==> config.mk <==
export PLATFORM = sky130hd
export DESIGN_NAME = path_token_lexer
export DESIGN_NICKNAME = d
export VERILOG_FILES = /design/src/sv/ptlex_pkg.sv /design/src/sv/ptlex_step.sv /design/src/sv/path_token_lexer.sv
export SDC_FILE = /design/constraint.sdc
export NUM_CORES = 1
export LEC_CHECK = 0
export BUFFER_PORTS_ARGS = -buffer_cell sky130_fd_sc_hd__buf_2
export CORE_MARGIN = 4
export CORE_UTILIZATION = 35
export DETAILED_ROUTE_END_ITERATION = 10
export PLACE_DENSITY_LB_ADDON = 0.12
export SLEW_MARGIN = 15
export SYNTH_ARGS = -nofsm -noshare
export SYNTH_HDL_FRONTEND = slang
export SYNTH_SLANG_ARGS = --single-unit
==> constraint.sdc <==
create_clock -name i_clk -period 4.54 [get_ports i_clk]
set_clock_uncertainty 0.05 [all_clocks]
set_input_delay 1.362 -clock i_clk [delete_from_list [all_inputs] [get_ports i_clk]]
set_output_delay 1.362 -clock i_clk [all_outputs]
set_load 0.02 [all_outputs]
==> src/sv/ptlex_pkg.sv <==
package ptlex_pkg;

    // Lexer modes
    typedef enum logic [3:0] {
        M_IDLE  = 4'd0,
        M_IDENT = 4'd1,
        M_ZERO  = 4'd2,
        M_INT   = 4'd3,
        M_HEX   = 4'd4,
        M_FRAC  = 4'd5,
        M_EXP0  = 4'd6,
        M_EXPD  = 4'd7,
        M_STR   = 4'd8,
        M_ESC   = 4'd9
    } t_mode;

    // Token kinds
    localparam logic [3:0] K_EOF    = 4'd0;
    localparam logic [3:0] K_ID     = 4'd1;
    localparam logic [3:0] K_INT    = 4'd2;
    localparam logic [3:0] K_FLOAT  = 4'd3;
    localparam logic [3:0] K_STR    = 4'd4;
    localparam logic [3:0] K_EQ     = 4'd5;
    localparam logic [3:0] K_SLASH  = 4'd6;
    localparam logic [3:0] K_QUEST  = 4'd7;
    localparam logic [3:0] K_AMP    = 4'd8;
    localparam logic [3:0] K_LBRK   = 4'd9;
    localparam logic [3:0] K_RBRK   = 4'd10;
    localparam logic [3:0] K_MINUS  = 4'd11;
    localparam logic [3:0] K_COMMA  = 4'd12;
    localparam logic [3:0] K_ERR    = 4'd13;

    // Characters
    localparam logic [7:0] CH_NUL    = 8'h00;
    localparam logic [7:0] CH_TAB    = 8'h09;
    localparam logic [7:0] CH_LF     = 8'h0A;
    localparam logic [7:0] CH_CR     = 8'h0D;
    localparam logic [7:0] CH_SPACE  = 8'h20;
    localparam logic [7:0] CH_QUOTE  = 8'h22;
    localparam logic [7:0] CH_AMP    = 8'h26;
    localparam logic [7:0] CH_COMMA  = 8'h2C;
    localparam logic [7:0] CH_MINUS  = 8'h2D;
    localparam logic [7:0] CH_DOT    = 8'h2E;
    localparam logic [7:0] CH_SLASH  = 8'h2F;
    localparam logic [7:0] CH_0      = 8'h30;
    localparam logic [7:0] CH_9      = 8'h39;
    localparam logic [7:0] CH_EQ     = 8'h3D;
    localparam logic [7:0] CH_QUEST  = 8'h3F;
    localparam logic [7:0] CH_UA     = 8'h41;
    localparam logic [7:0] CH_UE     = 8'h45;
    localparam logic [7:0] CH_UF     = 8'h46;
    localparam logic [7:0] CH_UZ     = 8'h5A;
    localparam logic [7:0] CH_LBRK   = 8'h5B;
    localparam logic [7:0] CH_BSLASH = 8'h5C;
    localparam logic [7:0] CH_RBRK   = 8'h5D;
    localparam logic [7:0] CH_UNDER  = 8'h5F;
    localparam logic [7:0] CH_LA     = 8'h61;
    localparam logic [7:0] CH_LE     = 8'h65;
    localparam logic [7:0] CH_LF_A   = 8'h66;
    localparam logic [7:0] CH_LN     = 8'h6E;
    localparam logic [7:0] CH_LX     = 8'h78;
    localparam logic [7:0] CH_LZ     = 8'h7A;

    // Most results one character can cause
    localparam int MAX_RES = 4;

    typedef struct packed {
        logic [7:0] in_char;
        logic       end_of_input;
    } t_in;

    typedef struct packed {
        logic       is_done;
        logic [3:0] token_kind;
        logic [7:0] text_byte;
        logic       last_result;
    } t_res;

    // Decoder output: compacted result list, count and next mode
    typedef struct packed {
        t_res [MAX_RES-1:0] res;
        logic [2:0]         count;
        t_mode              next_mode;
    } t_step;

endpackage

==> src/sv/ptlex_step.sv <==
module ptlex_step
    import ptlex_pkg::*;
(
    input  t_mode i_mode,
    input  t_in   i_in,
    output t_step o_step
);

    function automatic logic f_digit(input logic [7:0] c);
        f_digit = (c >= CH_0) && (c <= CH_9);
    endfunction

    function automatic logic f_alpha(input logic [7:0] c);
        f_alpha = ((c >= CH_LA) && (c <= CH_LZ)) || ((c >= CH_UA) && (c <= CH_UZ))
                  || (c == CH_UNDER);
    endfunction

    function automatic logic f_hex(input logic [7:0] c);
        f_hex = f_digit(c) || ((c >= CH_LA) && (c <= CH_LF_A))
                || ((c >= CH_UA) && (c <= CH_UF));
    endfunction

    function automatic logic f_space(input logic [7:0] c);
        f_space = (c == CH_SPACE) || (c == CH_TAB) || (c == CH_LF) || (c == CH_CR);
    endfunction

    function automatic logic [3:0] f_kind(input t_mode m);
        case (m)
            M_IDENT:                  f_kind = K_ID;
            M_ZERO, M_INT, M_HEX:     f_kind = K_INT;
            M_FRAC, M_EXP0, M_EXPD:   f_kind = K_FLOAT;
            default:                  f_kind = K_STR;
        endcase
    endfunction

    // Next number mode, M_IDLE when the character ends the number
    function automatic t_mode f_num_next(input t_mode m, input logic [7:0] c);
        logic e;
        e = (c == CH_LE) || (c == CH_UE);
        case (m)
            M_ZERO: begin
                if (c == CH_LX)         f_num_next = M_HEX;
                else if (f_digit(c))    f_num_next = M_INT;
                else if (c == CH_DOT)   f_num_next = M_FRAC;
                else if (e)             f_num_next = M_EXP0;
                else                    f_num_next = M_IDLE;
            end
            M_INT: begin
                if (f_digit(c))         f_num_next = M_INT;
                else if (c == CH_DOT)   f_num_next = M_FRAC;
                else if (e)             f_num_next = M_EXP0;
                else                    f_num_next = M_IDLE;
            end
            M_HEX:  f_num_next = f_hex(c) ? M_HEX : M_IDLE;
            M_FRAC: begin
                if (f_digit(c))         f_num_next = M_FRAC;
                else if (e)             f_num_next = M_EXP0;
                else                    f_num_next = M_IDLE;
            end
            M_EXP0: f_num_next = ((c == CH_MINUS) || f_digit(c)) ? M_EXPD : M_IDLE;
            M_EXPD: f_num_next = f_digit(c) ? M_EXPD : M_IDLE;
            default: f_num_next = M_IDLE;
        endcase
    endfunction

    function automatic t_res f_text(input logic [7:0] b);
        t_res r;
        r.is_done     = 1'b0;
        r.token_kind  = K_EOF;
        r.text_byte   = b;
        r.last_result = 1'b0;
        f_text = r;
    endfunction

    function automatic t_res f_done(input logic [3:0] k, input logic [7:0] b);
        t_res r;
        r.is_done     = 1'b1;
        r.token_kind  = k;
        r.text_byte   = b;
        r.last_result = 1'b0;
        f_done = r;
    endfunction

    logic [7:0] c;
    logic       end_now;

    // start of a new token from c
    logic       s_v;
    t_res       s_r;
    t_mode      s_mode;

    // result slots in output order: close, char result, end close, eof
    logic [MAX_RES-1:0] v;
    t_res               r [MAX_RES];
    t_mode              mode_a;
    t_mode              mode_n;
    t_mode              nm;

    t_res [MAX_RES-1:0] list;
    logic [2:0]         cnt;

    assign c       = i_in.in_char;
    assign end_now = (c == CH_NUL) || i_in.end_of_input;
    assign nm      = f_num_next(i_mode, c);

    // token start
    always_comb begin
        s_v    = 1'b1;
        s_r    = f_done(K_ERR, c);
        s_mode = M_IDLE;
        if (f_space(c)) begin
            s_v = 1'b0;
        end else if (f_alpha(c)) begin
            s_r    = f_text(c);
            s_mode = M_IDENT;
        end else if (f_digit(c)) begin
            s_r    = f_text(c);
            s_mode = (c == CH_0) ? M_ZERO : M_INT;
        end else begin
            case (c)
                CH_QUOTE: begin
                    s_v    = 1'b0;
                    s_mode = M_STR;
                end
                CH_EQ:    s_r = f_done(K_EQ, 8'h00);
                CH_SLASH: s_r = f_done(K_SLASH, 8'h00);
                CH_QUEST: s_r = f_done(K_QUEST, 8'h00);
                CH_AMP:   s_r = f_done(K_AMP, 8'h00);
                CH_LBRK:  s_r = f_done(K_LBRK, 8'h00);
                CH_RBRK:  s_r = f_done(K_RBRK, 8'h00);
                CH_MINUS: s_r = f_done(K_MINUS, 8'h00);
                CH_COMMA: s_r = f_done(K_COMMA, 8'h00);
                default:  s_r = f_done(K_ERR, c);
            endcase
        end
    end

    // character step, then end-of-text closing
    always_comb begin
        v      = '0;
        for (int i = 0; i < MAX_RES; i++) begin
            r[i] = f_text(8'h00);
        end
        mode_a = i_mode;
        if (c != CH_NUL) begin
            case (i_mode)
                M_IDENT: begin
                    if (f_alpha(c) || f_digit(c)) begin
                        v[1] = 1'b1;
                        r[1] = f_text(c);
                    end else begin
                        v[0]   = 1'b1;
                        r[0]   = f_done(K_ID, 8'h00);
                        v[1]   = s_v;
                        r[1]   = s_r;
                        mode_a = s_mode;
                    end
                end
                M_ZERO, M_INT, M_HEX, M_FRAC, M_EXP0, M_EXPD: begin
                    if (nm != M_IDLE) begin
                        v[1]   = 1'b1;
                        r[1]   = f_text(c);
                        mode_a = nm;
                    end else begin
                        v[0]   = 1'b1;
                        r[0]   = f_done(f_kind(i_mode), 8'h00);
                        v[1]   = s_v;
                        r[1]   = s_r;
                        mode_a = s_mode;
                    end
                end
                M_STR: begin
                    if (c == CH_QUOTE) begin
                        v[1]   = 1'b1;
                        r[1]   = f_done(K_STR, 8'h00);
                        mode_a = M_IDLE;
                    end else if (c == CH_BSLASH) begin
                        mode_a = M_ESC;
                    end else begin
                        v[1] = 1'b1;
                        r[1] = f_text(c);
                    end
                end
                M_ESC: begin
                    v[1]   = 1'b1;
                    r[1]   = f_text((c == CH_LN) ? CH_LF : c);
                    mode_a = M_STR;
                end
                default: begin
                    v[1]   = s_v;
                    r[1]   = s_r;
                    mode_a = s_mode;
                end
            endcase
        end
        mode_n = mode_a;
        if (end_now) begin
            if (mode_a != M_IDLE) begin
                v[2] = 1'b1;
                r[2] = f_done(f_kind(mode_a), 8'h00);
            end
            v[3]   = 1'b1;
            r[3]   = f_done(K_EOF, 8'h00);
            mode_n = M_IDLE;
        end
    end

    // pack valid slots to the front and flag the final one
    always_comb begin
        list = '0;
        cnt  = 3'd0;
        for (int i = 0; i < MAX_RES; i++) begin
            if (v[i]) begin
                list[cnt[1:0]] = r[i];
                cnt            = cnt + 3'd1;
            end
        end
        for (int j = 0; j < MAX_RES; j++) begin
            if (3'(j) == cnt - 3'd1) begin
                list[j].last_result = 1'b1;
            end
        end
        o_step.res       = list;
        o_step.count     = cnt;
        o_step.next_mode = mode_n;
    end

endmodule

==> src/sv/path_token_lexer.sv <==
// Path text tokenizer.
// Input channel (i_in_valid / o_in_ready / i_in_word) takes one character word
// per handshake; a NUL character or end_of_input closes any open token and
// adds an EOF token. Output channel (o_out_valid / i_out_ready / o_out_word)
// gives one result word per handshake: token text bytes and token-done words,
// with last_result set on the final word a character caused.
// A character lands in the input register, is decoded into the result buffer
// once the buffer is free, and its first result is shown from the buffer.
// Throughput: one character per cycle while each character makes at most one
// result and the receiver does not stall; a character making several results
// holds the buffer until each has been drained, one per handshake, through
// the single output port. Characters that make no result (such as skipped
// whitespace) never occupy the result buffer.
// Reset (synchronous, active low) empties the input register and result
// buffer and returns the lexer to the between-tokens state.
// When the receiver stalls, the buffered results hold, the input register
// keeps one further character, and o_in_ready drops until the buffer frees.
module path_token_lexer
    import ptlex_pkg::*;
(
    input  logic i_clk,
    input  logic i_rst_n,
    input  logic i_in_valid,
    output logic o_in_ready,
    input  t_in  i_in_word,
    output logic o_out_valid,
    input  logic i_out_ready,
    output t_res o_out_word
);

    logic       r_in_valid, n_in_valid;
    t_in        r_in, n_in;
    t_mode      r_mode, n_mode;
    t_res       r_res [MAX_RES];
    t_res       n_res [MAX_RES];
    logic [2:0] r_rem, n_rem;
    logic [1:0] r_idx, n_idx;

    t_step      step;
    logic       out_fire;
    logic       buf_free;
    logic       in_take;

    ptlex_step u_step (
        .i_mode (r_mode),
        .i_in   (r_in),
        .o_step (step)
    );

    // handshake
    assign o_out_valid = (r_rem != 3'd0);
    assign o_out_word  = r_res[r_idx];
    assign out_fire    = o_out_valid && i_out_ready;
    assign buf_free    = (r_rem == 3'd0) || ((r_rem == 3'd1) && out_fire);
    assign in_take     = r_in_valid && buf_free;
    assign o_in_ready  = !r_in_valid || buf_free;

    // next state
    always_comb begin
        n_in_valid = r_in_valid;
        n_in       = r_in;
        n_mode     = r_mode;
        n_rem      = r_rem;
        n_idx      = r_idx;
        n_res      = r_res;
        if (out_fire) begin
            n_rem = r_rem - 3'd1;
            n_idx = r_idx + 2'd1;
        end
        if (in_take) begin
            n_in_valid = 1'b0;
            n_mode     = step.next_mode;
            n_rem      = step.count;
            n_idx      = 2'd0;
            for (int i = 0; i < MAX_RES; i++) begin
                n_res[i] = step.res[i];
            end
        end
        if (i_in_valid && o_in_ready) begin
            n_in_valid = 1'b1;
            n_in       = i_in_word;
        end
    end

    // control registers
    always_ff @(posedge i_clk) begin
        if (!i_rst_n) begin
            r_in_valid <= 1'b0;
            r_mode     <= M_IDLE;
            r_rem      <= 3'd0;
            r_idx      <= 2'd0;
        end else begin
            r_in_valid <= n_in_valid;
            r_mode     <= n_mode;
            r_rem      <= n_rem;
            r_idx      <= n_idx;
        end
    end

    // payload registers
    always_ff @(posedge i_clk) begin
        r_in  <= n_in;
        r_res <= n_res;
    end

    // checks
    a_rem_range: assert property (@(posedge i_clk) disable iff (!i_rst_n)
        r_rem <= 3'd4)
        else $error("result buffer count out of range");

    a_last_flag: assert property (@(posedge i_clk) disable iff (!i_rst_n)
        o_out_valid |-> (o_out_word.last_result == (r_rem == 3'd1)))
        else $error("last_result does not match buffer drain");

    a_eof_idle: assert property (@(posedge i_clk) disable iff (!i_rst_n)
        (in_take && (r_in.end_of_input || (r_in.in_char == CH_NUL)))
        |=> (r_mode == M_IDLE))
        else $error("lexer not idle after end of text");

    a_load_free: assert property (@(posedge i_clk) disable iff (!i_rst_n)
        (in_take && (step.count != 3'd0)) |=> (r_idx == 2'd0) && o_out_valid)
        else $error("decoded results not presented");

endmodule
==> metrics, run 1 <==
CTS tree=yes; cell with the most instances after synthesis=edfxtp_1; fill cell count=1178; Num CTS Buffers=9; GPL Wtd Cong=0.851; first-pass GRT wire length=16900 um; final layout net count=478; gate count after technology mapping=427; yosys warns=0; RSZ-0062 raised after global routing=no; clock buffer depth=2; ys async rst share=0; final setup fails=0; antenna-violating nets left=0; crit path from=r_in[3]$_DFFE_PP_; total gr overflow=0; Cell Rows=39; Synth top area share=0.347; setup TNS=0 ps; Die H=116 um; Yosys reg bits=57; antenna violations before repair=0; fin area=4700 um^2; Unique masters post-synth=84; setup bufs post-CTS=0; # resized after CTS=0; routed vias=3363; CP required=4670 ps; clk_lat worst skew=330 ps; maximum clock frequency=239 MHz; Pwr Density=499 nW/um^2; clock-pin slew on the worst setup and hold paths=60 ps; min cycle time layout=4190 ps; # IOs=29; Top FF cell, synth=edfxtp_1; Sink Count=57; syn nets=450; Critical Path AT=4330 ps; DIE WIDTH=116 um; largest area contributor in the netlist=edfxtp_1; die area=13400 um^2; critical path type=flop to flop; share of cells above drive strength 1=0.209; WL final=10200 um; DP HPWL=7720 um; leakage=1.71 nW; Place WS=393 ps; status=completed; initial core utilization=0.356; DRC=0; Area Growth Syn to Fin=15.6%; min-delay worst type=flop to flop; pin count of the biggest net entering global routing=41; Worst R2R Setup Slack=350 ps; EDFF count, synth=47; max-slew violation count=0; first-iteration detailed-routing DRC count=230; Post-CTS Hold Fix Bufs=0; Worst IR Drop VDD=0.000211 V; n_diodes=0; vias in the first global route=3267; Syn Area/Cell=9.53 um^2; Max-slew headroom=0.458; WHS=504 ps; Tcrit/Tclk final=0.923; crit path to=r_res[45]$_DFFE_PP_; final hold vios=0; RR Endpoint=r_res[45]$_DFFE_PP_; actual slew at the worst max-slew pin=806 ps; top post-synthesis cells by area=edfxtp_1 35%, dfxtp_1 4.9%, nor2_1 4.2%, nand2_1 3.9%, ha_1 3.1%; r2r startpoint=r_in[3]$_DFFE_PP_; vias per inst=5.58; core area=11400 um^2; mapped cell area=4070 um^2; CTS root buffer=clkbuf_16; placed cell areas=4390 um^2; max_cap viols=0; Seq/Total Area, Yosys=0.396; wire length per cell=17.0 um; crit-path max FO=19; FF-to-FF path depth=13; H-tree levels=3; type of element launching the critical path=flop; crit end category=flop; input/output buffers=28; top cells by count, synth=47 x edfxtp_1, 45 x nor2_1, 42 x nand2_1, 20 x a21oi_1, 16 x inv_1; TritonRoute pass-1 iters=4; final core occ=0.412; final worst slack=349 ps; Total GRT Usage=0.162
==> metal layers <==
metal,GRT usage,share of wire
met5,0,0
met4,0.0797,0.013
met3,0.0272,0.044
met2,0.253,0.48
met1,0.219,0.46
==> worst min path at each step <==
stage | start | depth (start not counted) | endpoint | slack, ps
floorplan | r_rem[2]$_SDFFE_PN0P_ | 2 | r_rem[2]$_SDFFE_PN0P_ | 560
CTS | r_in_valid$_SDFFE_PN0P_ | 2 | r_in_valid$_SDFFE_PN0P_ | 520
global placement | r_in_valid$_SDFFE_PN0P_ | 2 | r_in_valid$_SDFFE_PN0P_ | 510
finish | r_in_valid$_SDFFE_PN0P_ | 2 | r_in_valid$_SDFFE_PN0P_ | 500
global route | r_in_valid$_SDFFE_PN0P_ | 2 | r_in_valid$_SDFFE_PN0P_ | 560
detailed placement | r_in_valid$_SDFFE_PN0P_ | 2 | r_in_valid$_SDFFE_PN0P_ | 510
==> placed cells by master, fill, tap and decap left out, drive strengths merged, types with 5 or more instances in the layout <==
cell / Yosys / routed
a21oi: 21 / 21
a22oi: 7 / 7
and2: 13 / 13
buf: 14 / 44
clkbuf: 13 / 9
dfxtp: 10 / 10
edfxtp: 47 / 47
ha: 10 / 10
inv: 16 / 17
mux2i: 9 / 9
mux4: 5 / 5
nand2: 44 / 44
nand2b: 8 / 8
nand3: 11 / 11
nand4: 7 / 7
nor2: 46 / 46
nor2b: 11 / 11
nor3: 14 / 14
nor3b: 6 / 6
nor4: 8 / 8
o21ai: 18 / 18
or2: 5 / 5
xnor2: 7 / 7
==> cells by family (layout without fill, tap and decap cells) <==
| family | count (synthesis) | after routing | share of synthesized area |
|---|---|---|---|
| buffers and inverters | 43 | 76 | 0.0452 |
| AND/OR/NAND/NOR | 197 | 197 | 0.273 |
| adder cells (fa/ha/maj) | 10 | 10 | 0.0307 |
| XOR/XNOR | 9 | 9 | 0.0212 |
| AO/OA/AOI/OAI | 97 | 97 | 0.184 |
| multiplexers | 14 | 14 | 0.0498 |
| flip-flops | 57 | 57 | 0.396 |
==> stage by stage <==
step / total power, mW / cells
after floorplan: 1.41 / 427
after global placement: 1.64 / 587
after detailed placement: 1.64 / 587
after CTS: 2.38 / 603
after global routing: 2.50 / 603
final: 2.35 / 603
==> state kept, by name (all words and copies together), names as in the netlist <==
register,cells
r_mode,4
r_in,9
r_rem,3
r_res,38
r_idx,2
r_in_valid,1
==> layout make-up <==
class	instances	area [um^2]	share of cell area
clock buffer	9	225	0.0479
clock inverter	7	93.8	0.0199
inverter	16	60.1	0.0128
multi-input combinational	327	2270	0.484
sequential	57	1610	0.343
tap	143	179	0.0380
timing repair buffer	44	260	0.0553
==> where the power goes <==
group / leakage, nW / internal [mW] / switching [mW]
logic: 1.04 / 0.324 / 0.503
registers: 0.528 / 0.721 / 0.0751
clock network: 0.152 / 0.479 / 0.246
==> worst max-delay path: stages, from the launching register on <==
cell	delay, ps
edfxtp_1	660
or2_4	390
or4_1	530
a31oi_2	200
nor3_4	90
nand2_2	150
a21oi_1	110
ha_1	410
xnor2_1	310
inv_1	120
ha_1	260
a21o_1	200
or3b_4	410
nor3b_2	160
Power figures use the tool's default switching activity.
==> inputs of run 2 (changes only) <==
--- a/config.mk
+++ b/config.mk
@@ -6,8 +6,8 @@
 export NUM_CORES = 1
 export LEC_CHECK = 0
 export BUFFER_PORTS_ARGS = -buffer_cell sky130_fd_sc_hd__buf_2
-export CORE_MARGIN = 4
 export CORE_UTILIZATION = 35
+export CTS_BUF_LIST = sky130_fd_sc_hd__clkbuf_8
 export DETAILED_ROUTE_END_ITERATION = 10
 export PLACE_DENSITY_LB_ADDON = 0.12
 export SLEW_MARGIN = 15
==> metrics, run 2 (synthesis results as in run 1) <==
status=completed; biggest regs=r_res x38, r_in x9, r_mode x4; CP max-delay cell=edfxtp_1; TritonRoute pass-1 iters=5; n_diodes=0; Pint=1.35 mW; initial core utilization=0.358; total gr overflow=0; final layout net count=481; share of cells above drive strength 1=0.216; leakage=1.68 nW; most used cell, CP=ha_1; maximum clock frequency=241 MHz; CP Cell Sequence=or3_1 > a31oi_1 > o22ai_1 > nor3_4 > nand2_2 > a21oi_2 > ha_1 > xnor2_1 > ha_1 > inv_1 > o311a_1 > a211oi_1 > nor2_1; final std cells w/o fill=606; max-slew violation count=0; max FFs per register=38; Worst path max stage delay=580 ps; clk_lat worst skew=360 ps; final hold vios=0; Tcrit/Tclk final=0.913; first-pass GRT wire length=16600 um; overall power=2.17 mW; final core occ=0.408; clock-pin slew on the worst setup and hold paths=80 ps; critical path type=flop to flop; first-iteration detailed-routing DRC count=251; sequential power share=0.375; final setup fails=0; Cell Rows=39; Die H=110 um; Worst R2R Setup Slack=390 ps; DIE WIDTH=110 um; H-tree levels=3; type of element launching the critical path=flop; Post-CTS Hold Fix Bufs=0; Pwr Density=467 nW/um^2; Critical Path AT=4190 ps; Worst IR Drop VDD=0.000195 V; Total GRT Usage=0.184; net switching power=811 uW; actual slew at the worst max-slew pin=954 ps; vias per inst=5.54; DRC=0; min-delay worst type=flop to flop; GPL Wtd Cong=0.880; routed vias=3360; CTS root buffer=clkbuf_8; vias in the first global route=3216; combinational fraction of design power=0.375; die area=12100 um^2; Sink Count=57; most frequent cells in the layout=47 x edfxtp_1, 45 x nor2_1, 42 x nand2_1, 28 x buf_2; crit-path max FO=13; DP HPWL=7630 um; CTS tree=yes; Clk pwr share=0.250; min cycle time layout=4150 ps; Largest Register=r_res; placed cell areas=4410 um^2; Max-slew headroom=0.363; Area Growth Syn to Fin=13.9%; input/output buffers=28; dpl cells=590; clock buffer depth=2; WL final=10200 um; # IOs=29; Num CTS Buffers=9; CP required=4590 ps; commonest non-fill, non-tap cell in the layout=edfxtp_1; crit end category=flop; antenna-violating nets left=0; fin area=4640 um^2; max_cap viols=0; antenna violations before repair=0; core area=11400 um^2; wire length per cell=16.8 um; switching share of total power=0.374; pin count of the biggest net entering global routing=41
run 2: routing by layer:
metal / up-vias / GRT usage / share of wire
li1: 1659 / - / -
met1: 1595 / 0.250 / 0.48
met4: 0 / 0.0781 / 0.021
met5: - / 0 / 0
met3: 16 / 0.0302 / 0.045
met2: 90 / 0.287 / 0.46
run 2: timing repair:
item	CTS	global route
gates resized for setup	0	2
endpoints found under the hold margin	0	0
setup endpoints to repair	0	6
buffers inserted	0	0
run 2: final timing paths:
kind / cells past startpoint / startpoint / endpoint
worst min register to register: 2 / r_in_valid$_SDFFE_PN0P_ / r_in_valid$_SDFFE_PN0P_
worst max-delay path: 13 / r_in[2]$_DFFE_PP_ / r_res[14]$_SDFFCE_PN1P_
worst max register to register: 13 / r_in[2]$_DFFE_PP_ / r_res[14]$_SDFFCE_PN1P_
worst min-delay path: 2 / r_in_valid$_SDFFE_PN0P_ / r_in_valid$_SDFFE_PN0P_
run 2: per-stage QoR:
step	hold WS [ps]	setup TNS (ps)	setup slack [ps]
global route	590	-3.61	-3.61
global placement	510	0	370
finish	530	0	394
detailed placement	527	0	247
floorplan	556	0	684
CTS	540	0	230
run 2: layout make-up:
| type | count | area (um^2) |
|---|---|---|
| clock buffers | 9 | 124 |
| clock inverters | 7 | 93.8 |
| fillers | 1134 | 6730 |
| inverters | 16 | 60.1 |
| multi-input cells | 327 | 2290 |
| flip-flops and latches | 57 | 1610 |
| well taps | 143 | 179 |
| repair buffers | 47 | 283 |
run 2: power by group through the flow:
stage	Sequential (mW)	Clock (mW)	Combinational, mW
finish	0.812	0.541	0.813
global route	0.832	0.571	0.909
CTS	0.817	0.548	0.816
detailed placement	0.828	0	0.813
global placement	0.825	0	0.809
floorplan	0.762	0	0.651
run 2: critical path: cells and delay by family (launching register included):
| kind | cells | cell delay (ps) |
|---|---|---|
| AO/OA/AOI/OAI | 5 | 1130 |
| AND/OR/NAND/NOR | 4 | 930 |
| adder cells (fa/ha/maj) | 2 | 730 |
| flip-flops | 1 | 580 |
| XOR/XNOR | 1 | 300 |
| buffers and inverters | 1 | 160 |
